==> src/atm_pkg.sv <==
package atm_pkg;

   localparam logic [2:0] CMD_TICK       = 3'd0;
   localparam logic [2:0] CMD_ADD        = 3'd1;
   localparam logic [2:0] CMD_ENABLE     = 3'd2;
   localparam logic [2:0] CMD_DISABLE    = 3'd3;
   localparam logic [2:0] CMD_RESET_MEMO = 3'd4;
   localparam logic [2:0] CMD_CLEAR      = 3'd5;

   localparam logic [1:0] KIND_FIRED = 2'd0;
   localparam logic [1:0] KIND_ADDED = 2'd1;
   localparam logic [1:0] KIND_FULL  = 2'd2;
   localparam logic [1:0] KIND_DONE  = 2'd3;

   localparam logic [1:0] ACT_EXT_NOPARAM = 2'd3;

   localparam logic [7:0] WILDCARD = 8'd255;
   localparam logic [6:0] ALL_DAYS = 7'h7F;
   localparam logic [2:0] LAST_WEEKDAY = 3'd6;

   typedef struct packed {
      logic        enabled;
      logic [6:0]  days;
      logic [7:0]  hour;
      logic [7:0]  minute;
      logic [15:0] interval;
      logic [15:0] param;
      logic [1:0]  action;
   } setup_type;

   typedef struct packed {
      logic        valid;
      logic [8:0]  yday;
      logic [7:0]  minute;
      logic [7:0]  hour;
      logic [31:0] secs;
   } memo_type;

   typedef struct packed {
      logic setup_we;
      logic memo_we;
   } mem_ctl_type;

   typedef enum logic [2:0] {
      ST_IDLE,
      ST_TICK,
      ST_EN_WR,
      ST_SWEEP,
      ST_RESP
   } state_type;

endpackage

==> src/atm_store.sv <==
module atm_store #(
   parameter int NUM_ALARMS = 16,
   parameter int IW = 4
) (
   input  logic                 clock,
   input  atm_pkg::mem_ctl_type ctl,
   input  logic [IW-1:0]        setup_waddr,
   input  atm_pkg::setup_type   setup_wdata,
   input  logic [IW-1:0]        memo_waddr,
   input  atm_pkg::memo_type    memo_wdata,
   input  logic [IW-1:0]        rd_addr,
   output atm_pkg::setup_type   setup_rdata,
   output atm_pkg::memo_type    memo_rdata
);
   import atm_pkg::*;

   setup_type setup_mem [NUM_ALARMS];
   memo_type  memo_mem  [NUM_ALARMS];
   setup_type setup_rd_ff;
   memo_type  memo_rd_ff;

   always_ff @(posedge clock) begin
      if (ctl.setup_we) begin
         setup_mem[setup_waddr] <= setup_wdata;
      end
      setup_rd_ff <= setup_mem[rd_addr];
   end

   always_ff @(posedge clock) begin
      if (ctl.memo_we) begin
         memo_mem[memo_waddr] <= memo_wdata;
      end
      memo_rd_ff <= memo_mem[rd_addr];
   end

   assign setup_rdata = setup_rd_ff;
   assign memo_rdata  = memo_rd_ff;

endmodule

==> src/atm_fire.sv <==
module atm_fire (
   input  atm_pkg::setup_type setup,
   input  atm_pkg::memo_type  memo,
   input  logic [7:0]         hour,
   input  logic [7:0]         minute,
   input  logic [2:0]         weekday,
   input  logic [8:0]         yday,
   input  logic [31:0]        now,
   output logic               fire
);
   import atm_pkg::*;

   logic [6:0]  today;
   logic        hok;
   logic        mok;
   logic [32:0] diff;
   logic [21:0] span;
   logic        elapsed;
   logic        same_slot;
   logic        match;

   always_comb begin
      today = (weekday <= LAST_WEEKDAY) ? (7'd1 << weekday) : 7'd0;
      hok   = (setup.hour == WILDCARD) || (setup.hour == hour);
      mok   = (setup.minute == WILDCARD) || (setup.minute == minute);
      diff  = {1'b0, now} - {1'b0, memo.secs};
      // minutes * 60 = minutes * 64 - minutes * 4
      span  = {setup.interval, 6'b0} - {4'b0, setup.interval, 2'b0};
      // backwards clock gives a negative difference
      elapsed = !diff[32] && (diff[31:0] >= {10'b0, span});
      same_slot = (memo.yday == yday) && (memo.minute == minute) &&
                  ((setup.hour != WILDCARD) || (memo.hour == hour));
      if (setup.interval != 16'd0) begin
         match = memo.valid ? elapsed : (hok && mok);
      end else begin
         match = hok && mok && (!memo.valid || !same_slot);
      end
      fire = setup.enabled && ((setup.days & today) != 7'd0) && match;
   end

endmodule

==> src/alarm_table_matcher.sv <==
// Tick: the command is accepted, then the table entries are evaluated in
// order and the done result follows; a fire or the done result waits while
// the result register is full and stalled. Add and clear go straight to the
// response; enable and disable first pass through the enable write state.
// Reset memo: one memo entry rewritten per cycle through the single memo write port.
// One command at a time. Reset clears the state machine, the counters and the
// output valid flag; the alarm memories are not cleared.
module alarm_table_matcher #(
   parameter int NUM_ALARMS = 16
) (
   input  logic        clock,
   input  logic        reset,
   input  logic        req_valid,
   output logic        req_stall,
   input  logic [2:0]  req_command,
   input  logic [7:0]  req_hour,
   input  logic [7:0]  req_minute,
   input  logic [2:0]  req_weekday,
   input  logic [8:0]  req_year_day,
   input  logic [31:0] req_now_seconds,
   input  logic [6:0]  req_day_mask,
   input  logic [15:0] req_interval_min,
   input  logic [15:0] req_parameter_req,
   input  logic        req_enable_flag,
   input  logic [1:0]  req_action_kind,
   input  logic [3:0]  req_entry_index,
   output logic        rsp_valid,
   input  logic        rsp_stall,
   output logic [1:0]  rsp_kind,
   output logic [3:0]  rsp_slot,
   output logic [15:0] rsp_fire_parameter,
   output logic [1:0]  rsp_fire_action,
   output logic [4:0]  rsp_fired_count,
   output logic        rsp_last
);
   import atm_pkg::*;

   localparam int IW = (NUM_ALARMS > 1) ? $clog2(NUM_ALARMS) : 1;
   localparam int CW = $clog2(NUM_ALARMS + 1);
   localparam int FW = (CW > 5) ? CW : 5;

   state_type   state_ff, state_in;
   logic [CW-1:0] idx_ff, idx_in;
   logic [CW-1:0] count_ff, count_in;
   logic [FW-1:0] fired_ff, fired_in;
   logic [7:0]  t_hour_ff, t_hour_in;
   logic [7:0]  t_minute_ff, t_minute_in;
   logic [2:0]  t_weekday_ff, t_weekday_in;
   logic [8:0]  t_yday_ff, t_yday_in;
   logic [31:0] t_now_ff, t_now_in;
   logic        en_val_ff, en_val_in;
   logic        en_hit_ff, en_hit_in;
   logic [1:0]  res_kind_ff, res_kind_in;
   logic [3:0]  res_slot_ff, res_slot_in;

   logic        rsp_valid_ff;
   logic [1:0]  rsp_kind_ff;
   logic [3:0]  rsp_slot_ff;
   logic [15:0] rsp_param_ff;
   logic [1:0]  rsp_action_ff;
   logic [4:0]  rsp_count_ff;
   logic        rsp_last_ff;

   logic        emit;
   logic [1:0]  e_kind;
   logic [3:0]  e_slot;
   logic [15:0] e_param;
   logic [1:0]  e_action;
   logic [4:0]  e_count;
   logic        e_last;
   logic        out_free;

   mem_ctl_type ctl;
   logic [IW-1:0] setup_waddr, memo_waddr, rd_addr;
   setup_type   setup_wdata, setup_rdata;
   memo_type    memo_wdata, memo_rdata;
   logic        fire;
   logic [7:0]  count_wide;
   logic [7:0]  idx_wide;

   atm_store #(.NUM_ALARMS(NUM_ALARMS), .IW(IW)) u_store (
      .clock       (clock),
      .ctl         (ctl),
      .setup_waddr (setup_waddr),
      .setup_wdata (setup_wdata),
      .memo_waddr  (memo_waddr),
      .memo_wdata  (memo_wdata),
      .rd_addr     (rd_addr),
      .setup_rdata (setup_rdata),
      .memo_rdata  (memo_rdata)
   );

   atm_fire u_fire (
      .setup   (setup_rdata),
      .memo    (memo_rdata),
      .hour    (t_hour_ff),
      .minute  (t_minute_ff),
      .weekday (t_weekday_ff),
      .yday    (t_yday_ff),
      .now     (t_now_ff),
      .fire    (fire)
   );

   assign out_free   = !rsp_valid_ff || !rsp_stall;
   assign req_stall  = (state_ff != ST_IDLE);
   assign count_wide = 8'(count_ff);
   assign idx_wide   = 8'(idx_ff);

   always_comb begin
      state_in     = state_ff;
      idx_in       = idx_ff;
      count_in     = count_ff;
      fired_in     = fired_ff;
      t_hour_in    = t_hour_ff;
      t_minute_in  = t_minute_ff;
      t_weekday_in = t_weekday_ff;
      t_yday_in    = t_yday_ff;
      t_now_in     = t_now_ff;
      en_val_in    = en_val_ff;
      en_hit_in    = en_hit_ff;
      res_kind_in  = res_kind_ff;
      res_slot_in  = res_slot_ff;
      ctl          = '0;
      setup_waddr  = idx_ff[IW-1:0];
      memo_waddr   = idx_ff[IW-1:0];
      setup_wdata  = setup_rdata;
      memo_wdata   = '0;
      emit         = 1'b0;
      e_kind       = KIND_DONE;
      e_slot       = 4'd0;
      e_param      = 16'd0;
      e_action     = 2'd0;
      e_count      = 5'd0;
      e_last       = 1'b1;

      unique case (state_ff)
         ST_IDLE: begin
            idx_in = '0;
            if (req_valid) begin
               res_kind_in = KIND_DONE;
               res_slot_in = 4'd0;
               state_in    = ST_RESP;
               unique case (req_command)
                  CMD_TICK: begin
                     t_hour_in    = req_hour;
                     t_minute_in  = req_minute;
                     t_weekday_in = req_weekday;
                     t_yday_in    = req_year_day;
                     t_now_in     = req_now_seconds;
                     fired_in     = '0;
                     state_in     = ST_TICK;
                  end
                  CMD_ADD: begin
                     if (count_ff >= CW'(NUM_ALARMS)) begin
                        res_kind_in = KIND_FULL;
                     end else begin
                        ctl.setup_we         = 1'b1;
                        ctl.memo_we          = 1'b1;
                        setup_waddr          = count_ff[IW-1:0];
                        memo_waddr           = count_ff[IW-1:0];
                        setup_wdata.enabled  = req_enable_flag;
                        setup_wdata.days     = (req_day_mask != 7'd0) ? req_day_mask
                                                                      : ALL_DAYS;
                        setup_wdata.hour     = req_hour;
                        setup_wdata.minute   = req_minute;
                        setup_wdata.interval = req_interval_min;
                        setup_wdata.action   = req_action_kind;
                        setup_wdata.param    = (req_action_kind == ACT_EXT_NOPARAM)
                                               ? 16'd0 : req_parameter_req;
                        res_kind_in          = KIND_ADDED;
                        res_slot_in          = count_wide[3:0];
                        count_in             = count_ff + 1'b1;
                     end
                  end
                  CMD_ENABLE, CMD_DISABLE: begin
                     idx_in    = CW'(req_entry_index);
                     en_val_in = (req_command == CMD_ENABLE);
                     en_hit_in = ({3'b0, req_entry_index} < 7'(count_ff));
                     state_in  = ST_EN_WR;
                  end
                  CMD_RESET_MEMO: begin
                     state_in = ST_SWEEP;
                  end
                  CMD_CLEAR: begin
                     count_in = '0;
                  end
                  default: begin
                  end
               endcase
            end
         end
         ST_TICK: begin
            if (idx_ff == count_ff) begin
               if (out_free) begin
                  emit     = 1'b1;
                  e_count  = fired_ff[4:0];
                  state_in = ST_IDLE;
               end
            end else if (!fire) begin
               idx_in = idx_ff + 1'b1;
            end else if (out_free) begin
               emit              = 1'b1;
               e_kind            = KIND_FIRED;
               e_slot            = idx_wide[3:0];
               e_param           = setup_rdata.param;
               e_action          = setup_rdata.action;
               e_last            = 1'b0;
               ctl.memo_we       = 1'b1;
               memo_wdata.valid  = 1'b1;
               memo_wdata.yday   = t_yday_ff;
               memo_wdata.minute = t_minute_ff;
               memo_wdata.hour   = t_hour_ff;
               memo_wdata.secs   = t_now_ff;
               fired_in          = fired_ff + 1'b1;
               idx_in            = idx_ff + 1'b1;
            end
         end
         ST_EN_WR: begin
            ctl.setup_we        = en_hit_ff;
            setup_wdata.enabled = en_val_ff;
            state_in            = ST_RESP;
         end
         ST_SWEEP: begin
            ctl.memo_we = 1'b1;
            if (idx_ff == CW'(NUM_ALARMS - 1)) begin
               state_in = ST_RESP;
            end else begin
               idx_in = idx_ff + 1'b1;
            end
         end
         ST_RESP: begin
            if (out_free) begin
               emit     = 1'b1;
               e_kind   = res_kind_ff;
               e_slot   = res_slot_ff;
               state_in = ST_IDLE;
            end
         end
         default: begin
            state_in = ST_IDLE;
         end
      endcase

      // next entry is read while the current one is evaluated
      rd_addr = idx_in[IW-1:0];
   end

   always_ff @(posedge clock) begin
      if (reset) begin
         state_ff <= ST_IDLE;
         idx_ff   <= '0;
         count_ff <= '0;
         fired_ff <= '0;
      end else begin
         state_ff <= state_in;
         idx_ff   <= idx_in;
         count_ff <= count_in;
         fired_ff <= fired_in;
      end
   end

   always_ff @(posedge clock) begin
      t_hour_ff    <= t_hour_in;
      t_minute_ff  <= t_minute_in;
      t_weekday_ff <= t_weekday_in;
      t_yday_ff    <= t_yday_in;
      t_now_ff     <= t_now_in;
      en_val_ff    <= en_val_in;
      en_hit_ff    <= en_hit_in;
      res_kind_ff  <= res_kind_in;
      res_slot_ff  <= res_slot_in;
   end

   always_ff @(posedge clock) begin
      if (reset) begin
         rsp_valid_ff <= 1'b0;
      end else if (out_free) begin
         rsp_valid_ff <= emit;
      end
   end

   always_ff @(posedge clock) begin
      if (out_free && emit) begin
         rsp_kind_ff   <= e_kind;
         rsp_slot_ff   <= e_slot;
         rsp_param_ff  <= e_param;
         rsp_action_ff <= e_action;
         rsp_count_ff  <= e_count;
         rsp_last_ff   <= e_last;
      end
   end

   assign rsp_valid          = rsp_valid_ff;
   assign rsp_kind           = rsp_kind_ff;
   assign rsp_slot           = rsp_slot_ff;
   assign rsp_fire_parameter = rsp_param_ff;
   assign rsp_fire_action    = rsp_action_ff;
   assign rsp_fired_count    = rsp_count_ff;
   assign rsp_last           = rsp_last_ff;

endmodule

==> config.mk <==
export PLATFORM = sky130hd
export DESIGN_NAME = alarm_table_matcher
export DESIGN_NICKNAME = d
export VERILOG_FILES = /design/src/atm_pkg.sv /design/src/atm_store.sv /design/src/atm_fire.sv /design/src/alarm_table_matcher.sv
export SDC_FILE = /design/constraint.sdc
export NUM_CORES = 2
export LEC_CHECK = 0
export BUFFER_PORTS_ARGS = -buffer_cell sky130_fd_sc_hd__buf_4
export CAP_MARGIN = 10
export CORE_MARGIN = 2
export CORE_UTILIZATION = 45
export DETAILED_ROUTE_END_ITERATION = 12
export PLACE_DENSITY_LB_ADDON = 0.05
export SLEW_MARGIN = 20
export SYNTH_ARGS = -nofsm -noshare
export SYNTH_HDL_FRONTEND = slang
export SYNTH_HIERARCHICAL = 1
export SYNTH_SLANG_ARGS = --single-unit
==> constraint.sdc <==
create_clock -name clock -period 12.38 [get_ports clock]
set_clock_uncertainty 0.05 [all_clocks]
set_input_delay 0.619 -clock clock [delete_from_list [all_inputs] [get_ports clock]]
set_output_delay 0.619 -clock clock [all_outputs]
set_load 0.05 [all_outputs]
==> impl_metrics.tcl <==
set metrics [dict create \
    outcome "completed" \
    cp_max_fo 99 \
    place_congestion 0.819 \
    synth_top_cell_area_share 0.720 \
    antenna_found_initial 11 \
    relSlewSlack 0.260 \
    p_leak_nw 32.4 \
    fmax_ghz 0.122 \
    cts_tree "done" \
    seqPwrFrac 0.511 \
    ys_types 86 \
    async_flop_share 0 \
    synth_top_cell_by_area "edfxtp_1" \
    drive_above_1_share 0.228 \
    total_power_mw 15.4 \
    gr-total-overflow 0 \
    dr.pass1.iters 5 \
    comb_power_share 0.063 \
    p_int_mw 12.1 \
    grt_max_degree 126 \
    worstSetupPathType "reg2reg" \
    cts_buffer_depth 3 \
    final_common_cell "edfxtp_1" \
    die_w_um 430 \
    die-area_um2 185000 \
    synth_fp_nets 4281 \
    drc 0 \
    via_per_inst 5.81 \
    p_sw_mw 3.35 \
    rsz0062_at_grt "no" \
    h-tree-depth 4 \
    synth_cells 4092 \
    synth.avg_cell_area_um2 19.9 \
    cts_made_buffers 215 \
    final_cells 6994 \
    cts_resized 0 \
    layout_common_cells "edfxtp_1 (1954), mux4_2 (403), nand2_1 (308)" \
    min_path_type "in2reg" \
    postCtsSetupBuffers 0 \
    period_share 0.664 \
    switching_share 0.217 \
    crit_top_cell "o211ai_1" \
    tns_ns 0 \
    synth-edff-count 1954 \
    ys_seq_elements 2089 \
    slowest_delay_ns 0.69 \
    clock_latency_ns 0.85 \
    grt_use_total 0.226 \
    start_kind "flip-flop" \
    num_vias 40600 \
    rows 156 \
    ant_nets 0 \
    drv_cap 0 \
    power_density_nw_per_um2 165 \
    wl_per_cell_um 29.9 \
    ctsHoldBuffers 62 \
    clkTransAtPathRegs_ns 0.06 \
    ys_seq_area_frac 0.753 \
    grt_pass1_vias 41600 \
    final_hold_viol_count 0 \
    ir_worst_vdd_v 0.000135 \
    final_max_slew_viol_count 0 \
    synth_area_leaders "edfxtp_1 (72%), mux4_2 (11%), dfxtp_1 (3.3%)" \
    cp_slowest_cell "a21oi_1" \
    cp.required_ns 13.05 \
    cp_data_arrival_time_ns 8.89 \
    synthesis.area_um2 81500 \
    clkPwrFrac 0.426 \
    grt_pass1_wl_mm 299 \
    setup_viol 0 \
    clock_sinks 2089 \
    io_buffers 144 \
    synthToLayoutAreaGrowth_pct 14.8 \
    place_inst 6517 \
    fin_crit_ns 8.22 \
    clockRootBuffer "clkbuf_16" \
    die_height_um 430 \
    critPathCaptureType "flip-flop" \
    worst_pin_slew_ns 1.11 \
    initial_core_util 0.452 \
    drtIter0Drc 3718 \
    pin_count 145 \
    ys.flop_type "edfxtp_1" \
    hpwlAfterDp_mm 109 \
    wl_mm 209 \
    yosysWarnings 6 \
    nets 4616 \
    coreArea_um2 180000 \
]
## Yosys cell counts (7+ instances only)
cell and count:
buf_1 34, nor2b_1 11, buf_4 27, nor3_1 24
xor2_1 40, dfxtp_1 135, mux4_1 62, buf_6 29
a211oi_1 7, nand3b_1 9, edfxtp_1 1954, inv_1 72
o21ai_0 56, nand2b_1 18, a21oi_1 51, a31oi_1 14
and2_1 88, ha_1 75, a21o_1 19, mux4_2 403
o211ai_1 13, nand3_1 26, clkbuf_1 76, nor2_1 82
nand4_1 21, xnor2_1 48, nand2_1 310, nor4_1 13
buf_2 17, a22oi_1 234
## layout make-up
type,count,area (µm²)
Clock inverter,106,1130
Tap cell,2370,2970
Fill cell,14500,86700
Inverter,73,277
Multi-Input combinational cell,1739,19100
Timing Repair Buffer,309,2630
Antenna cell,5,12.5
Sequential cell,2089,61400
Clock buffer,303,6130
## routing by layer
| layer | GRT usage | share of wire | vias to the layer above |
|---|---|---|---|
| met5 | 0 | 0.00011 | - |
| met4 | 0.0711 | 0.028 | 4 |
| met3 | 0.0317 | 0.048 | 306 |
| met2 | 0.381 | 0.50 | 1108 |
| met1 | 0.306 | 0.42 | 21700 |
| li1 | - | - | 17500 |
## path summary, 6_finish.rpt
kind / from / cells after the start / slack (ns) / end
min: req_entry_index[2] / 3 / 0.10 / idx_ff[2]$_SDFF_PP0_
min reg2reg: fired_ff[4]$_SDFFE_PP0P_ / 2 / 0.44 / fired_ff[4]$_SDFFE_PP0P_
max reg2reg: u_store/setup_rdata[22]$_DFF_P_ / 29 / 4.16 / u_store/memo_rdata[35]$_DFF_P_
max: u_store/setup_rdata[22]$_DFF_P_ / 29 / 4.16 / u_store/memo_rdata[35]$_DFF_P_
## registers in the layout, indices dropped and copies added, names as in the netlist, 2 cells and up
signal               cells
fired_ff                 5
t_minute_ff              8
count_ff                 5
res_slot_ff              4
u_store/memo_rdata      58
t_now_ff                32
u_store/memo_mem       928
idx_ff                   5
rsp_fired_count          5
u_store/setup_mem      928
rsp_kind                 2
t_weekday_ff             3
t_yday_ff                9
rsp_slot                 4
state_ff                 3
rsp_fire_action          2
rsp_fire_parameter      16
u_store/setup_rdata     58
res_kind_ff              2
t_hour_ff                8
## per-stage QoR
step           instance area (µm²)  setup WS (ns)  hold WS [ns]   util
2_1_floorplan                81500           3.22         0.397      -
3_3_place_gp                 85700           4.52         0.416  0.475
3_5_place_dp                 85700           4.32         0.432  0.475
4_1_cts                      93600           4.28        0.0249  0.519
5_1_grt                      93600           3.68        0.0757  0.519
6_report                     93600           4.16         0.100  0.519
## cells by family (layout without fill, tap and decap cells)
group / Yosys count / after routing / share of synthesized area
muxes: 470 / 470 / 0.132
AOI/OAI and AO/OA: 455 / 455 / 0.0395
and+or+nand+nor: 650 / 650 / 0.0381
buffers and inverters: 264 / 791 / 0.0167
xor gates and xnor gates: 88 / 88 / 0.00945
DFF: 2089 / 2089 / 0.753
other: 0 / 5 / 0
adders and majority gates: 76 / 76 / 0.0118
## worst max-delay path, delay by kind of cell, from the launching register on
family                   cells  cell delay (ns)
XOR/XNOR                     1             0.14
AND/OR/NAND/NOR              7             1.57
adder cells (fa/ha/maj)      2             0.65
AO/OA/AOI/OAI               15             3.28
multiplexers                 1             0.42
buffers and inverters        3             1.23
flip-flops                   1             0.42
## power by group through the flow
stage               combinational (mW)  clock [mW]  sequential, mW
CTS                              0.981        6.71            7.90
global route                      1.07        6.99            7.90
global placement                 0.958           0            8.05
floorplan                        0.628           0            8.04
detailed placement               0.960           0            8.05
finish                           0.971        6.58            7.90
Note: power is estimated with default switching activity, not from simulation.
